$ cat src/rtl/tsv_pkg.sv
// Shared types, constants and a checksum fold helper for the TCP segment validator.
package tsv_pkg;

    localparam logic [2:0] VERDICT_ACCEPT    = 3'd0;
    localparam logic [2:0] VERDICT_SHORT     = 3'd1;
    localparam logic [2:0] VERDICT_BAD_HLEN  = 3'd2;
    localparam logic [2:0] VERDICT_BAD_FLAGS = 3'd3;
    localparam logic [2:0] VERDICT_BAD_CSUM  = 3'd4;
    localparam logic [2:0] VERDICT_OVERLONG  = 3'd5;

    localparam logic [16:0] COUNT_SAT     = 17'd65536;
    localparam logic [16:0] MIN_LEN       = 17'd20;
    localparam logic [16:0] OFFSET_BYTE   = 17'd12;
    localparam logic [16:0] FLAGS_BYTE    = 17'd13;
    localparam logic [3:0]  MIN_OFFSET    = 4'd5;
    localparam logic [17:0] PROTO_TCP     = 18'd6;
    localparam logic [7:0]  FL_FIN        = 8'h01;
    localparam logic [7:0]  FL_SYN        = 8'h02;
    localparam logic [15:0] CSUM_GOOD     = 16'hFFFF;
    localparam logic [15:0] LEN_SAT       = 16'hFFFF;

    typedef struct packed {
        logic [7:0]  seg_byte;
        logic        last_byte;
        logic [31:0] src_addr;
        logic [31:0] dst_addr;
    } tsv_in_t;

    typedef struct packed {
        logic [2:0]  verdict;
        logic [5:0]  header_bytes;
        logic [7:0]  flag_byte;
        logic [15:0] segment_bytes;
    } tsv_out_t;

    // registered input byte with the pseudo-header partial sum
    typedef struct packed {
        logic [7:0]  seg_byte;
        logic        last_byte;
        logic [18:0] ph_sum;
    } tsv_stage_t;

    // end-around carry fold of a 19-bit sum into 16 bits
    function automatic logic [15:0] fold19(input logic [18:0] x);
        logic [16:0] t;
        t = {1'b0, x[15:0]} + {14'd0, x[18:16]};
        return t[15:0] + {15'd0, t[16]};
    endfunction

endpackage

$ cat src/rtl/tsv_in_stage.sv
// Input register of the validator with pseudo-header address pre-sum.
module tsv_in_stage (
    input  logic                aclk,
    input  logic                aresetn,
    input  logic                s_valid,
    output logic                s_ready,
    input  tsv_pkg::tsv_in_t    s_data,
    input  logic                acc_ready,
    output logic                st_valid,
    output tsv_pkg::tsv_stage_t st_data
);
    import tsv_pkg::*;

    logic       valid_reg;
    logic       valid_next;
    tsv_stage_t data_reg;
    tsv_stage_t data_next;
    logic       load;

    assign s_ready = !valid_reg || acc_ready;
    assign load    = s_valid && s_ready;

    always_comb begin
        data_next.seg_byte  = s_data.seg_byte;
        data_next.last_byte = s_data.last_byte;
        data_next.ph_sum    = {3'b000, s_data.src_addr[31:16]}
                            + {3'b000, s_data.src_addr[15:0]}
                            + {3'b000, s_data.dst_addr[31:16]}
                            + {3'b000, s_data.dst_addr[15:0]}
                            + {1'b0, PROTO_TCP};
    end

    always_comb begin
        if (load) begin
            valid_next = 1'b1;
        end else if (acc_ready) begin
            valid_next = 1'b0;
        end else begin
            valid_next = valid_reg;
        end
    end

    always_ff @(posedge aclk) begin
        if (!aresetn) begin
            valid_reg <= 1'b0;
        end else begin
            valid_reg <= valid_next;
        end
    end

    always_ff @(posedge aclk) begin
        if (load) begin
            data_reg <= data_next;
        end
    end

    assign st_valid = valid_reg;
    assign st_data  = data_reg;

endmodule

$ cat src/rtl/tsv_accum.sv
// Per-segment running state, verdict logic and result register.
module tsv_accum (
    input  logic                aclk,
    input  logic                aresetn,
    input  logic                st_valid,
    input  tsv_pkg::tsv_stage_t st_data,
    output logic                acc_ready,
    output logic                m_valid,
    input  logic                m_ready,
    output tsv_pkg::tsv_out_t   m_data
);
    import tsv_pkg::*;

    logic [16:0] count_reg;
    logic [16:0] count_next;
    logic [15:0] sum_reg;
    logic [15:0] sum_next;
    logic [7:0]  high_reg;
    logic [7:0]  high_next;
    logic        odd_reg;
    logic        odd_next;
    logic [3:0]  nib_reg;
    logic [3:0]  nib_next;
    logic [7:0]  flag_reg;
    logic [7:0]  flag_next;
    logic        m_valid_reg;
    logic        m_valid_next;
    tsv_out_t    m_data_reg;
    tsv_out_t    result;

    logic        fire;
    logic        fire_last;
    logic [3:0]  nib_upd;
    logic [7:0]  flag_upd;
    logic [15:0] sum_upd;
    logic [16:0] count_upd;
    logic [18:0] csum_total;
    logic [15:0] csum_fold;
    logic [5:0]  hdr_bytes;
    logic        flags_bad;

    assign acc_ready = !m_valid_reg || m_ready;
    assign fire      = st_valid && acc_ready;
    assign fire_last = fire && st_data.last_byte;

    always_comb begin
        nib_upd   = (count_reg == OFFSET_BYTE) ? st_data.seg_byte[7:4] : nib_reg;
        flag_upd  = (count_reg == FLAGS_BYTE) ? st_data.seg_byte : flag_reg;
        sum_upd   = odd_reg ? fold19({3'b000, sum_reg} + {3'b000, high_reg, st_data.seg_byte})
                            : sum_reg;
        count_upd = (count_reg < COUNT_SAT) ? count_reg + 17'd1 : count_reg;

        // odd_reg clear means this byte opens a word, padded with a zero low byte
        csum_total = {3'b000, sum_upd}
                   + (odd_reg ? 19'd0 : {3'b000, st_data.seg_byte, 8'h00})
                   + st_data.ph_sum
                   + {3'b000, count_upd[15:0]};
        csum_fold  = fold19(csum_total);

        hdr_bytes = {nib_upd, 2'b00};
        flags_bad = (((flag_upd & FL_SYN) != 8'h00) && ((flag_upd & FL_FIN) != 8'h00))
                 || (flag_upd == 8'h00);

        if (count_upd >= COUNT_SAT) begin
            result.verdict = VERDICT_OVERLONG;
        end else if (count_upd < MIN_LEN) begin
            result.verdict = VERDICT_SHORT;
        end else if ((nib_upd < MIN_OFFSET) || ({11'd0, hdr_bytes} > count_upd)) begin
            result.verdict = VERDICT_BAD_HLEN;
        end else if (flags_bad) begin
            result.verdict = VERDICT_BAD_FLAGS;
        end else if (csum_fold == CSUM_GOOD) begin
            result.verdict = VERDICT_ACCEPT;
        end else begin
            result.verdict = VERDICT_BAD_CSUM;
        end
        result.header_bytes  = hdr_bytes;
        result.flag_byte     = flag_upd;
        result.segment_bytes = count_upd[16] ? LEN_SAT : count_upd[15:0];
    end

    always_comb begin
        count_next = count_reg;
        sum_next   = sum_reg;
        high_next  = high_reg;
        odd_next   = odd_reg;
        nib_next   = nib_reg;
        flag_next  = flag_reg;
        if (fire_last) begin
            count_next = '0;
            sum_next   = '0;
            high_next  = '0;
            odd_next   = 1'b0;
            nib_next   = '0;
            flag_next  = '0;
        end else if (fire) begin
            count_next = count_upd;
            sum_next   = sum_upd;
            high_next  = odd_reg ? high_reg : st_data.seg_byte;
            odd_next   = !odd_reg;
            nib_next   = nib_upd;
            flag_next  = flag_upd;
        end
    end

    always_comb begin
        if (fire_last) begin
            m_valid_next = 1'b1;
        end else if (m_ready) begin
            m_valid_next = 1'b0;
        end else begin
            m_valid_next = m_valid_reg;
        end
    end

    always_ff @(posedge aclk) begin
        if (!aresetn) begin
            count_reg   <= '0;
            sum_reg     <= '0;
            high_reg    <= '0;
            odd_reg     <= 1'b0;
            nib_reg     <= '0;
            flag_reg    <= '0;
            m_valid_reg <= 1'b0;
        end else begin
            count_reg   <= count_next;
            sum_reg     <= sum_next;
            high_reg    <= high_next;
            odd_reg     <= odd_next;
            nib_reg     <= nib_next;
            flag_reg    <= flag_next;
            m_valid_reg <= m_valid_next;
        end
    end

    always_ff @(posedge aclk) begin
        if (fire_last) begin
            m_data_reg <= result;
        end
    end

    assign m_valid = m_valid_reg;
    assign m_data  = m_data_reg;

endmodule

$ cat src/rtl/tcp_segment_validator_core.sv
// TCP segment validator: byte-serial checksum and header sanity check.
// Path: the last byte is held in the input register after its accepting edge; its
// verdict then enters the result register, raising m_valid; an unread verdict can stall it.
// Throughput: one byte per cycle while m_ready keeps up; a verdict left waiting
// stalls the byte stream once the input register holds a byte.
// Reset (aresetn low, synchronous) clears the segment state and both valids.
module tcp_segment_validator_core (
    input  logic              aclk,
    input  logic              aresetn,
    input  logic              s_valid,
    output logic              s_ready,
    input  tsv_pkg::tsv_in_t  s_data,
    output logic              m_valid,
    input  logic              m_ready,
    output tsv_pkg::tsv_out_t m_data
);
    import tsv_pkg::*;

    logic       acc_ready;
    logic       st_valid;
    tsv_stage_t st_data;

    tsv_in_stage u_in_stage (
        .aclk      (aclk),
        .aresetn   (aresetn),
        .s_valid   (s_valid),
        .s_ready   (s_ready),
        .s_data    (s_data),
        .acc_ready (acc_ready),
        .st_valid  (st_valid),
        .st_data   (st_data)
    );

    tsv_accum u_accum (
        .aclk      (aclk),
        .aresetn   (aresetn),
        .st_valid  (st_valid),
        .st_data   (st_data),
        .acc_ready (acc_ready),
        .m_valid   (m_valid),
        .m_ready   (m_ready),
        .m_data    (m_data)
    );

endmodule
$ cat config.mk
export PLATFORM = sky130hd
export DESIGN_NAME = tcp_segment_validator_core
export DESIGN_NICKNAME = d
export VERILOG_FILES = /design/src/rtl/tsv_pkg.sv /design/src/rtl/tsv_in_stage.sv /design/src/rtl/tsv_accum.sv /design/src/rtl/tcp_segment_validator_core.sv
export SDC_FILE = /design/constraint.sdc
export NUM_CORES = 1
export LEC_CHECK = 0
export ABC_CLOCK_PERIOD_IN_PS = 30200
export BUFFER_PORTS_ARGS = -buffer_cell sky130_fd_sc_hd__buf_2
export CELL_PAD_IN_SITES_DETAIL_PLACEMENT = 1
export CELL_PAD_IN_SITES_GLOBAL_PLACEMENT = 1
export CORE_MARGIN = 10
export CORE_UTILIZATION = 50
export CTS_CLUSTER_SIZE = 28
export DETAILED_ROUTE_END_ITERATION = 8
export PLACE_DENSITY_LB_ADDON = 0.1
export SLEW_MARGIN = 20
export SYNTH_ARGS = -nofsm -noshare
export SYNTH_HDL_FRONTEND = slang
export SYNTH_SLANG_ARGS = --single-unit
$ cat constraint.sdc
create_clock -name aclk -period 30.2 [get_ports aclk]
set_clock_uncertainty 0.05 [all_clocks]
set_input_delay 4.53 -clock aclk [delete_from_list [all_inputs] [get_ports aclk]]
set_output_delay 4.53 -clock aclk [all_outputs]
set_load 0.05 [all_outputs]
; ---- Word-level counts from Yosys, hierarchy flattened
; Cells that the tools add are included.
[totals]
mem_count = 0
romBits = 0
ram_bits = 0
inputBits = 77
latchBits = 0
ff_bits = 115
elab_cells = 69
[classes]
order_cmp = 5
div = 0
muxes = 13
n_reduce_logical = 17
n_bitwise = 2
add_sub_neg = 13
multipliers = 0
shifts = 0
eq_ne = 3
[ops]
columns = op, n
row1 = 19-bit by 16-bit adder with 19-bit output, 3
row2 = 16-bit by 16-bit adder with 17-bit output, 2
row3 = 16-bit by 3-bit adder with 17-bit output, 2
row4 = "17-bit by 4-bit equality test with 1-bit output, second input constant", 2
row5 = 16-bit by 1-bit adder with 16-bit output, 2
row6 = 16-bit 2-to-1 mux, 2
row7 = 16-bit by 19-bit adder with 19-bit output, 1
row8 = 19-bit adder, 1
row9 = "19-bit by 3-bit adder with 19-bit output, second input constant", 1
row10 = "17-bit by 1-bit adder with 17-bit output, second input constant", 1
row11 = "17-bit greater-or-equal comparator, second input constant", 1
row12 = 6-bit by 17-bit greater-than comparator with 1-bit output, 1
row13 = "17-bit < comparator, second input constant", 1
row14 = "17-bit by 5-bit < comparator with 1-bit output, second input constant", 1
row15 = 17-bit 2-to-1 mux, 1
row16 = "16-bit equality test, second input constant", 1
row17 = 3-bit 2-to-1 mux, 4
row18 = 8-bit zero test, 1
row19 = 8-bit 2-to-1 mux, 1
row20 = 1-bit logical AND, 4
row21 = 1-bit logical OR, 4
row22 = "4-bit by 3-bit < comparator with 1-bit output, second input constant", 1
row23 = 1-bit 2-to-1 mux, 4
row24 = 4-bit 2-to-1 mux, 1
row25 = other kinds (5), 10

; ---- Depth between registers and ports, before layout
; Gate-level depths: netlist of run 1.
[logic_depth]
ltp_word = 14
ltp_mapped = 55
mapped_depth_nobuf = 55

; ---- Hierarchy
; From an unflattened synthesis of run 1, not the netlist that was laid out.
[unflattened]
cells_unflattened = 1122
area_unflattened_um2 = 10336.2
[modules_own_cells]
columns = module, cells_each, area_per_inst_um2, n_inst, seq_area_each_um2
row1 = tsv_accum, 870, 7582.3, 1, 2031.9
row2 = tsv_in_stage, 252, 2753.9, 1, 860.8

; ---- Worst setup path after synthesis of run 1
; No wires, ideal clock.
[synth_path]
path_type = reg-to-reg
from = register u_in_stage.data_reg, in the netlist u_in_stage.st_data[20]
to = register u_accum.m_data_reg, in the netlist u_accum.m_data[32], data pin
slack_ns = 19.177
path_buffers = 0
setup_time_ns = 0.280
path_stages_with_launch = 55
required_ns = 29.870
period_less_slack_ns = 11.023
arrival_time_ns = 10.693
path_cell_list = edfxtp_1 > ha_1 > fa_1 > a211oi_2 > o21ai_1 > a311o_1 > a21oi_1 > o21ai_0 > a21oi_1 > o21bai_1 > ha_1 > ha_1 > o211ai_1 > nor4_2 > nand3_1 > and4bb_2 > nand3_1 > nor3_1 > [19 not listed] > inv_1 > fa_1 > nor2b_1 > o211ai_1 > nor3_1 > nand3_1 > nor4_1 > nor3b_1 > and3_1 > ha_1 > ha_1 > nand2_1 > mux2i_1 > a221oi_1 > a2111oi_0 > o311ai_0 > nor4_1 > a22oi_1
[synth_between]
elab_chain_cells = 14
elab_cells_between_ends = 19
cone_classes = add/sub: 8 / eq/ne: 1 / mux: 7 / reduce/logical: 3
[synth_rtl]
columns = item, line_no
row1 = "start, declared", tsv_in_stage.sv:16  ; tsv_stage_t data_reg;
row2 = "start signal, assigned", tsv_in_stage.sv:53  ; data_reg <= data_next;
row3 = 16-bit by 16-bit adder with 17-bit output, tsv_accum.sv:49  ; sum_upd = odd_reg ? fold19({3'b000, sum_reg} + {3'b000, high_reg, st_data.seg_byte})
row4 = 16-bit by 3-bit adder with 17-bit output, tsv_pkg.sv:46  ; t = {1'b0, x[15:0]} + {14'd0, x[18:16]};
row5 = 16-bit by 1-bit adder with 16-bit output, tsv_pkg.sv:47  ; return t[15:0] + {15'd0, t[16]};
row6 = 16-bit 2-to-1 mux, tsv_accum.sv:49
row7 = net u_accum.sum_upd[4], tsv_accum.sv:35  ; logic [15:0] sum_upd;
row8 = 16-bit by 19-bit adder with 19-bit output, tsv_accum.sv:55  ; + (odd_reg ? 19'd0 : {3'b000, st_data.seg_byte, 8'h00})
row9 = 19-bit adder, tsv_accum.sv:56  ; + st_data.ph_sum
row10 = 19-bit by 16-bit adder with 19-bit output, tsv_accum.sv:57  ; + {3'b000, count_upd[15:0]};
row11 = 16-bit by 3-bit adder with 17-bit output, tsv_pkg.sv:46
row12 = 16-bit by 1-bit adder with 16-bit output, tsv_pkg.sv:47
row13 = 16-bit equality test, tsv_accum.sv:72  ; end else if (csum_fold == CSUM_GOOD) begin
row14 = 3-bit 2-to-1 mux, tsv_accum.sv:72
row15 = 3-bit 2-to-1 mux, tsv_accum.sv:70  ; end else if (flags_bad) begin
row16 = 3-bit 2-to-1 mux, tsv_accum.sv:68  ; end else if ((nib_upd < MIN_OFFSET) || ({11'd0, hdr_bytes} > count_upd)) begin
row17 = 3-bit 2-to-1 mux, tsv_accum.sv:66  ; end else if (count_upd < MIN_LEN) begin
row18 = "end signal, assigned", tsv_accum.sv:138  ; m_data_reg <= result;
row19 = "end, declared", tsv_accum.sv:28  ; tsv_out_t m_data_reg;
; The timed path passes the listed nets, and every way through them passes these cells.
; A chain may end at the register's enable or synchronous reset.

; ---- Final worst setup path of run 1
[layout_path]
from = register u_in_stage.data_reg, in the netlist u_in_stage.st_data[24]
to = register u_accum.m_data_reg, in the netlist u_accum.m_data[32], data pin
; The elaborated chain is that of the path after synthesis.

==> results of run 1 <==
power breakdown:
group | switching [W] | internal [W] | total, W
clock network | 0.0000802 | 0.000122 | 0.000202
logic | 0.000272 | 0.000182 | 0.000454
registers | 0.0000109 | 0.000188 | 0.000199
total | 0.000363 | 0.000491 | 0.000854
metrics by stage:
stage / cells / total power, W / setup slack [ns] / hold slack, ns
3_5_place_dp: 1546 / 0.000647 / 17.62 / 0.421
2_1_floorplan: 1196 / 0.000533 / 19.18 / 0.396
3_3_place_gp: 1546 / 0.000631 / 18.14 / 0.408
4_1_cts: 1578 / 0.000856 / 17.38 / 0.429
6_report: 1578 / 0.000854 / 17.17 / 0.429
5_1_grt: 1578 / 0.000920 / 16.18 / 0.456
routing by layer:
layer / share of wire [%] / track usage (%) / routed length (um)
met1: 43 / 28.5 / 13500
met2: 49 / 40.9 / 15500
met3: 4.0 / 4.03 / 1270
met4: 3.3 / 9.30 / 1020
met5: 0 / 0 / 0
cell type report:
type                       count  area (um2)
fill                        2446        8580
multi-input combinational    903        6900
sequential                   115        2890
timing repair buffer         117         606
inverter                     141         529
clock buffer                  17         425
tap                          270         338
clock inverter                15         155
cell usage in the layout (no fill, tap or decap), types with 11 or more instances in the layout:
master | netlist | routed
nor3_1 | 26 | 26
xnor2_1 | 65 | 65
xor2_1 | 33 | 33
o21a_1 | 11 | 11
nand3_1 | 28 | 28
nand4_1 | 17 | 17
clkbuf_16 | 0 | 17
fa_1 | 45 | 45
a21oi_1 | 82 | 82
o21ai_0 | 46 | 46
mux2_2 | 17 | 17
dfxtp_1 | 56 | 56
buf_2 | 1 | 109
edfxtp_1 | 59 | 59
o21bai_1 | 11 | 11
nor4_1 | 13 | 13
inv_1 | 141 | 141
or3_1 | 13 | 13
a211oi_1 | 18 | 18
ha_1 | 103 | 103
a21o_1 | 16 | 16
nand2_1 | 118 | 118
nor2_1 | 86 | 86
worst max path at each step:
stage / startpoint / to / slack (ns) / cells after the start
after floorplan: u_in_stage.st_data[20] / u_accum.m_data[32] / 19.18 / 54
final: u_in_stage.st_data[24] / u_accum.m_data[32] / 17.17 / 52
after CTS: u_in_stage.st_data[20] / u_accum.m_data[32] / 17.38 / 54
after detailed placement: u_in_stage.st_data[24] / u_accum.m_data[32] / 17.62 / 52
after global routing: u_in_stage.st_data[24] / u_accum.m_data[32] / 16.18 / 52
after global placement: u_in_stage.st_data[24] / u_accum.m_data[32] / 18.14 / 52
synthesized netlist by cell type, types with 5 or more instances:
master    instances
nor2_1           86
nor4_1           13
clkbuf_1         28
o21ai_1           5
a21boi_0          7
or3_1            13
edfxtp_1         59
buf_1             5
and3_1            9
dfxtp_1          56
nand2b_1          8
mux2_2           17
o21bai_1         11
o21a_1           11
o31ai_1           5
a211oi_1         18
nor2b_1           9
nand2_1         118
ha_1            103
a211o_1           5
o211ai_1          8
or2_2             6
inv_1           141
o21ai_0          46
nand3_1          28
nand4_1          17
nor3_1           26
mux2i_1           8
and2_1            8
a21oi_1          82
fa_1             45
a21o_1           16
xor2_1           33
xnor2_1          65
worst min-delay path: cells and delay by family, from the launching register on:
family	cells	cell delay, ns
DFF	1	0.32
and+or+nand+nor	1	0.06
AOI/OAI and AO/OA	1	0.05
cell families (layout without fill, tap and decap cells):
kind of cell               Yosys count  in the layout  share of synthesized area (%)
and+or+nand+nor                    370            370                           17.5
AOI/OAI and AO/OA                  259            259                           16.4
buffers and inverters              178            290                           6.53
adders and majority gates          148            148                           20.9
DFF                                115            115                           27.6
xor gates and xnor gates            99             99                           8.41
muxes                               25             25                           2.59
other                                1              2                         0.0358
==> flow_metrics.env, run 1 <==
export IMPL_status="finished clean"
export IMPL_final_setup_viol_count=0
export IMPL_clock_path_buffers=2
export IMPL_clk_pin_slew_worst_paths_ns=0.06
export IMPL_critPathKind="register to register"
export IMPL_worstHoldPathCells=2
export IMPL_drtIter0Drc=500
export IMPL_areaGrowthSynthToFinish_pct=13.1
export IMPL_htreeDepth=4
export IMPL_r2r_start="u_in_stage.st_data[24]"
export IMPL_async_flop_share_pct=0
export IMPL_place_gp_congestion=0.936
export IMPL_fin_crit_sh_pct=43.1
export IMPL_r2r_cells=52
export IMPL_grt_pass1_vias=10009
export IMPL_ys_ff_latch=115
export IMPL_fin_setup_tns_ns=0
export IMPL_hold_class="register to register"
export IMPL_yosys_top_cells_area="edfxtp_1, ha_1, dfxtp_1, fa_1, xnor2_1"
export IMPL_grt_start_max_net_pins=55
export IMPL_critPathBufInv=1
export IMPL_root_buffer="clkbuf_16"
export IMPL_whs_endpoint="u_accum.nib_reg[2]"
export IMPL_synth_area_um2=10500
export IMPL_cp_required_ns=30.30
export IMPL_drv_cap=0
export IMPL_cts_tree="done"
export IMPL_coreArea_um2=20400
export IMPL_detail_route_antenna_nets=0
export IMPL_drt_wl_total_um=31300
export IMPL_via_count=9234
export IMPL_cp_top_family="compound AO/OA/AOI/OAI gates"
export IMPL_die_y_um=165
export IMPL_rows=52
export IMPL_final_area_um2=11800
export IMPL_p_leak_nw=5.35
export IMPL_place_hpwl_um=25100
export IMPL_drv_slew=0
export IMPL_cts_sinks=115
export IMPL_post_cts_resized=0
export IMPL_maxSlewHeadroom_pct=56.0
export IMPL_ys_types=85
export IMPL_cts_made_buffers=17
export IMPL_wl_per_cell_um=19.8
export IMPL_drc_errors=0
export IMPL_dpl_cell_area_um2=11300
export IMPL_track_usage_pct=23.6
export IMPL_reg2reg_slack_ns=17.17
export IMPL_finalCriticalPeriod_ns=13.03
export IMPL_antenna_found_initial=0
export IMPL_io_pin_count=112
export IMPL_portBuffers=109
export IMPL_clk_latency_ns=0.43
export IMPL_crit_path_end_kind="register"
export IMPL_yosysSeqAreaShare_pct=27.6
export IMPL_largest_reg_flops=31
export IMPL_min_from="u_accum.nib_reg[2]"
export IMPL_utilization_pct=58.0
export IMPL_syn_area_per_cell_um2=8.77
export IMPL_start_util_pct=51.3
export IMPL_hold_viol=0
export IMPL_yosysWarnings=0
export IMPL_drt_vias_per_instance=5.85
export IMPL_path_common_cell="ha_1"
export IMPL_tightest_slew_ns=0.656
export IMPL_hold_buffers=0
export IMPL_yosys_area_top_type="edfxtp_1"
export IMPL_max_freq_mhz=76.8
export IMPL_critPathMaxStageDelay_ns=0.56
export IMPL_r2r_end="u_accum.m_data[32]"
export IMPL_cp_data_arrival_time_ns=13.13
export IMPL_grt_pass1_wl_um=51100
export IMPL_layout_drive_gt1_share_pct=14.8
export IMPL_synth_edff_count=59
export IMPL_fp_dieW_um=165
export IMPL_dieArea_um2=27100
export IMPL_dr_pass1_iters=4
export IMPL_path_max_fanout=7
export IMPL_startpoint_type="register"
export IMPL_nets=1520
export IMPL_synth_top_area_share_pct=16.9
export IMPL_synth_cells=1195
export IMPL_cts_setup_buffers=0
export IMPL_overflow=0
export IMPL_peakVddDrop_mv=0.0463
export IMPL_pwr_density_cell_nw_per_um2=72.1
export IMPL_slowest_stage="a2111oi_0"
export IMPL_ys_flop_type="edfxtp_1"
export IMPL_rsz0062_at_grt="false"
export IMPL_antenna_cells=0
Power figures use the tool's default switching activity.
==> run 2, diff against run 1 <==
ABC_CLOCK_PERIOD_IN_PS = 11400   (was 30200)
CORE_UTILIZATION = 42   (was 50)
clock period = 11.4 ns   (was 30.2 ns; I/O delays follow)
==> flow_metrics.env, run 2 (synthesis gave the netlist of run 1 again) <==
export IMPL_status="finished clean"
export IMPL_die_y_um=178
export IMPL_cp_data_arrival_time_ns=11.02
export IMPL_final_setup_viol_count=0
export IMPL_path_max_fanout=5
export IMPL_grt_pass1_wl_um=49300
export IMPL_fin_setup_tns_ns=0
export IMPL_start_util_pct=42.8
export IMPL_cts_made_buffers=17
export IMPL_wl_per_cell_um=18.7
export IMPL_hold_buffers=0
export IMPL_rows=57
export IMPL_numPlacedInstances=1634
export IMPL_mostFrequentLayoutCell="inv_1"
export IMPL_fin_crit_sh_pct=95.7
export IMPL_hold_class="register to register"
export IMPL_final_cell_mix="inv_1, nand2_1, buf_2, ha_1, nor2_1"
export IMPL_critPathKind="register to register"
export IMPL_largest_reg_flops=31
export IMPL_finalCriticalPeriod_ns=10.91
export IMPL_root_buffer="clkbuf_16"
export IMPL_detail_route_antenna_nets=0
export IMPL_drv_slew=0
export IMPL_r2r_start="u_in_stage.st_data[20]"
export IMPL_intPower_w=0.00134
export IMPL_min_from="u_accum.flag_reg[7]"
export IMPL_hold_viol=0
export IMPL_clk_pin_slew_worst_paths_ns=0.06
export IMPL_startpoint_type="register"
export IMPL_comb_power_share_pct=54.5
export IMPL_drtIter0Drc=433
export IMPL_fillCellCount=2902
export IMPL_coreArea_um2=24500
export IMPL_fp_dieW_um=178
export IMPL_worstHoldPathCells=2
export IMPL_r2r_cells=53
export IMPL_maxSlewHeadroom_pct=54.3
export IMPL_max_freq_mhz=91.7
export IMPL_place_gp_congestion=0.879
export IMPL_drt_vias_per_instance=5.46
export IMPL_register_area_um2=2890
export IMPL_clk_latency_ns=0.42
export IMPL_p_sw_w=0.000977
export IMPL_drc_errors=0
export IMPL_via_count=9141
export IMPL_place_hpwl_um=24800
export IMPL_io_pin_count=112
export IMPL_htreeDepth=4
export IMPL_track_usage_pct=19.5
export IMPL_nets=1561
export IMPL_overflow=0
export IMPL_p_clk_share_pct=22.8
export IMPL_p_leak_nw=5.56
export IMPL_cts_tree="done"
export IMPL_power_share_switching_pct=42.2
export IMPL_grt_pass1_vias=9508
export IMPL_layout_drive_gt1_share_pct=20.0
export IMPL_pwr_density_cell_nw_per_um2=186
export IMPL_clock_path_buffers=2
export IMPL_cts_sinks=115
export IMPL_crit_path_end_kind="register"
export IMPL_tightest_slew_ns=0.679
export IMPL_reg2reg_slack_ns=0.49
export IMPL_dieArea_um2=31700
export IMPL_antenna_found_initial=1
export IMPL_whs_endpoint="u_accum.flag_reg[7]"
export IMPL_critPathMaxStageDelay_ns=0.56
export IMPL_slowest_stage="fa_1"
export IMPL_multi_input_area_um2=7110
export IMPL_drt_wl_total_um=31400
export IMPL_drv_cap=0
export IMPL_r2r_end="u_accum.m_data[32]"
export IMPL_areaGrowthSynthToFinish_pct=18.7
export IMPL_layout_cells_non_filler=1674
export IMPL_cp_required_ns=11.51
export IMPL_portBuffers=109
export IMPL_dr_pass1_iters=5
export IMPL_peakVddDrop_mv=0.118
export IMPL_seqPwrFrac_pct=22.7
export IMPL_grt_start_max_net_pins=55
==> run 2: changes by cell type in the layout (fill, tap and decap cells not counted), sizes merged <==
cell and delta:
buf +41, clkinv -3, clkbuf +2, clkinvlp +2, bufinv -1, diode +1
==> run 2: worst max-delay path by stage <==
stage               cells after the start                  to              startpoint  slack, ns
floorplan                              54  u_accum.m_data[32]  u_in_stage.st_data[20]       0.38
global placement                       54  u_accum.m_data[32]  u_in_stage.st_data[20]       0.12
detailed placement                     54  u_accum.m_data[32]      u_accum.sum_reg[0]      -0.42
CTS                                    54  u_accum.m_data[32]  u_in_stage.st_data[20]       0.03
global route                           51  u_accum.m_data[32]  u_in_stage.st_data[25]      -0.14
finish                                 53  u_accum.m_data[32]  u_in_stage.st_data[20]       0.49
==> run 2: timing repair <==
item,CTS,global route
pin swaps,3,19
setup endpoints to repair,1,1
resized for setup,12,36
setup buffers,1,6
==> run 2: stage by stage <==
stage / instance area [um2] / power, W / hold WS [ns] / worst slack, ns / util (%)
after floorplan: 10500 / 0.00141 / 0.396 / 0.377 / -
after global placement: 11600 / 0.00169 / 0.405 / 0.122 / 47.4
after detailed placement: 11600 / 0.00172 / 0.418 / -0.422 / 47.4
after CTS: 12200 / 0.00227 / 0.427 / 0.0286 / 50.0
after global routing: 12400 / 0.00251 / 0.449 / -0.142 / 50.8
final: 12400 / 0.00231 / 0.427 / 0.490 / 50.8
==> run 2: critical path: cells and delay by family, from the launching register on <==
kind | cells | cell delay (ns)
AO/OA/AOI/OAI | 22 | 3.86
XOR/XNOR | 3 | 0.40
adder cells (fa/ha/maj) | 12 | 3.22
buffers and inverters | 1 | 0.09
flip-flops | 1 | 0.39
multiplexers | 1 | 0.29
AND/OR/NAND/NOR | 14 | 2.32
==> run 2: final cells by class <==
class / count / area share (%)
multi-input combinational: 903 / 57.2
sequential: 115 / 23.3
timing repair buffer: 158 / 7.35
inverter: 141 / 4.26
clock buffer: 19 / 3.64
tap: 324 / 3.26
clock inverter: 13 / 1.01
antenna: 1 / 0.0201
==> run 2: power by group through the flow <==
stage | Clock, W | Combinational, W | Sequential (W)
final | 0.000527 | 0.00126 | 0.000525
after global routing | 0.000554 | 0.00143 | 0.000529
after CTS | 0.000536 | 0.00121 | 0.000526
after detailed placement | 0 | 0.00118 | 0.000534
after global placement | 0 | 0.00116 | 0.000533
after floorplan | 0 | 0.000885 | 0.000527
==> run 2: routing by layer <==
metal  wire length, um  track usage, %
met1             14300            24.8
met2             15400            33.2
met3              1230            3.14
met4               519            5.56
met5                 0               0
==> run 3, diff against run 2 <==
CORE_MARGIN = 2   (was 10)
==> flow_metrics.env, run 3 (synthesis gave the netlist of run 1 again) <==
export IMPL_status="finished clean"
export IMPL_power_share_switching_pct=41.7
export IMPL_drt_wl_total_um=30600
export IMPL_pre_cts_ws_ns=-0.390
export IMPL_hold_buffers=0
export IMPL_cp_required_ns=11.52
export IMPL_crit_path_end_kind="register"
export IMPL_maxSlewHeadroom_pct=42.0
export IMPL_track_usage_pct=23.5
export IMPL_via_count=9141
export IMPL_pwr_density_cell_nw_per_um2=191
export IMPL_intPower_w=0.00140
export IMPL_r2r_cells=52
export IMPL_cts_sinks=115
export IMPL_path_common_cell="ha_1"
export IMPL_grt_start_max_net_pins=55
export IMPL_clock_path_buffers=2
export IMPL_peakVddDrop_mv=0.102
export IMPL_start_util_pct=42.9
export IMPL_hold_viol=0
export IMPL_startpoint_type="register"
export IMPL_io_pin_count=112
export IMPL_drv_cap=0
export IMPL_antenna_found_initial=0
export IMPL_final_area_um2=12500
export IMPL_p_leak_nw=5.61
export IMPL_nets=1562
export IMPL_crit_start="u_in_stage.st_data[20]"
export IMPL_place_hpwl_um=24000
export IMPL_areaGrowthSynthToFinish_pct=19.4
export IMPL_numPlacedInstances=1632
export IMPL_antenna_cells=0
export IMPL_max_freq_mhz=92.9
export IMPL_p_sw_w=0.000998
export IMPL_dr_pass1_iters=4
export IMPL_rows=57
export IMPL_p_clk_share_pct=24.7
export IMPL_power_w=0.00239
export IMPL_drt_vias_per_instance=5.46
export IMPL_dpl_cell_area_um2=11600
export IMPL_slowest_stage="fa_1"
export IMPL_setup_slack_ns=0.631
export IMPL_hold_class="register to register"
export IMPL_cp_endpoint="u_accum.m_data[32]"
export IMPL_coreArea_um2=24400
export IMPL_final_setup_viol_count=0
export IMPL_drv_slew=0
export IMPL_drc_errors=0
export IMPL_layout_drive_gt1_share_pct=19.9
export IMPL_path_max_fanout=5
export IMPL_largest_reg_flops=31
export IMPL_cts_tree="done"
export IMPL_overflow=0
export IMPL_dieArea_um2=26200
export IMPL_fin_crit_sh_pct=94.5
export IMPL_clk_pin_slew_worst_paths_ns=0.06
export IMPL_final_cell_mix="inv_1, nand2_1, buf_2, ha_1, nor2_1"
export IMPL_htreeDepth=4
export IMPL_r2r_end="u_accum.m_data[32]"
export IMPL_tightest_slew_ns=0.869
export IMPL_wl_per_cell_um=18.3
export IMPL_drtIter0Drc=355
export IMPL_detail_route_antenna_nets=0
export IMPL_utilization_pct=51.3
export IMPL_critPathKind="register to register"
export IMPL_layout_cells_non_filler=1674
export IMPL_place_gp_congestion=0.920
export IMPL_comb_power_share_pct=53.3
export IMPL_critPathMaxStageDelay_ns=0.46
export IMPL_cp_data_arrival_time_ns=10.89
export IMPL_clk_latency_ns=0.43
export IMPL_reg2reg_slack_ns=0.63
export IMPL_r2r_start="u_in_stage.st_data[20]"
export IMPL_portBuffers=109
export IMPL_mostFrequentLayoutCell="inv_1"
export IMPL_seqPwrFrac_pct=22.0
export IMPL_die_y_um=162
export IMPL_cts_made_buffers=17
export IMPL_root_buffer="clkbuf_16"
export IMPL_grt_pass1_wl_um=48600
export IMPL_finalCriticalPeriod_ns=10.77
export IMPL_fp_dieW_um=162
export IMPL_grt_pass1_vias=9525
## run 3: cell types whose count changed in the layout (fill, tap and decap cells not counted), moves of 3 or more
cell / previous run / this run
bufinv_16: 1 / 4
inv_6: 3 / 7
clkinvlp_4: 4 / 0
ha_2: 5 / 2
## run 3: power by group through the flow
stage	Combinational, W	Sequential (W)	Clock [W]
floorplan	0.000885	0.000527	0
global placement	0.00116	0.000534	0
detailed placement	0.00118	0.000536	0
CTS	0.00121	0.000527	0.000599
global route	0.00144	0.000531	0.000619
finish	0.00128	0.000527	0.000590
## run 3: what timing repair did
| item | CTS | global route |
|---|---|---|
| pin swaps | 4 | 18 |
| resized for setup | 13 | 34 |
| buffers inserted | 4 | 6 |
| endpoints found under the setup margin | 1 | 1 |
## run 3: layout make-up
cell class / instances / area (um2)
clock buffers: 17 / 425
clock inverters: 15 / 215
fillers: 2944 / 11900
inverters: 141 / 529
multi-input cells: 903 / 7120
flip-flops and latches: 115 / 2890
well taps: 324 / 405
repair buffers: 159 / 921
## run 3: stage by stage
step,hold WS (ns),TNS [ns]
5_1_grt,0.458,-0.0852
4_1_cts,0.434,0
3_3_place_gp,0.406,0
3_5_place_dp,0.422,-0.390
6_report,0.429,0
2_1_floorplan,0.396,0
## run 3: layer usage
layer | vias to the layer above | global-route usage (%) | part of all wire (%)
li1 | 4470 | - | -
met1 | 4442 | 29.7 | 44
met2 | 189 | 42.1 | 50
met3 | 40 | 2.76 | 3.7
met4 | 0 | 6.64 | 2.1
met5 | - | 0 | 0
## run 3: critical path: cells and delay by family, from the launching register on
| family | cells | cell delay [ns] |
|---|---|---|
| AO/OA/AOI/OAI | 21 | 3.58 |
| XOR/XNOR | 2 | 0.29 |
| adder cells (fa/ha/maj) | 14 | 3.79 |
| buffers and inverters | 1 | 0.06 |
| flip-flops | 1 | 0.43 |
| multiplexers | 1 | 0.13 |
| AND/OR/NAND/NOR | 13 | 2.16 |
## run 3: worst min-delay path by stage
stage / startpoint / end / slack, ns / depth (start not counted)
after floorplan: u_accum.flag_reg[5] / u_accum.flag_reg[5] / 0.40 / 2
after global placement: u_accum.flag_reg[6] / u_accum.flag_reg[6] / 0.41 / 2
after CTS: u_accum.flag_reg[4] / u_accum.flag_reg[4] / 0.43 / 2
after detailed placement: u_accum.flag_reg[6] / u_accum.flag_reg[6] / 0.42 / 2
after global routing: u_accum.flag_reg[3] / u_accum.flag_reg[3] / 0.46 / 2
final: u_accum.flag_reg[4] / u_accum.flag_reg[4] / 0.43 / 2
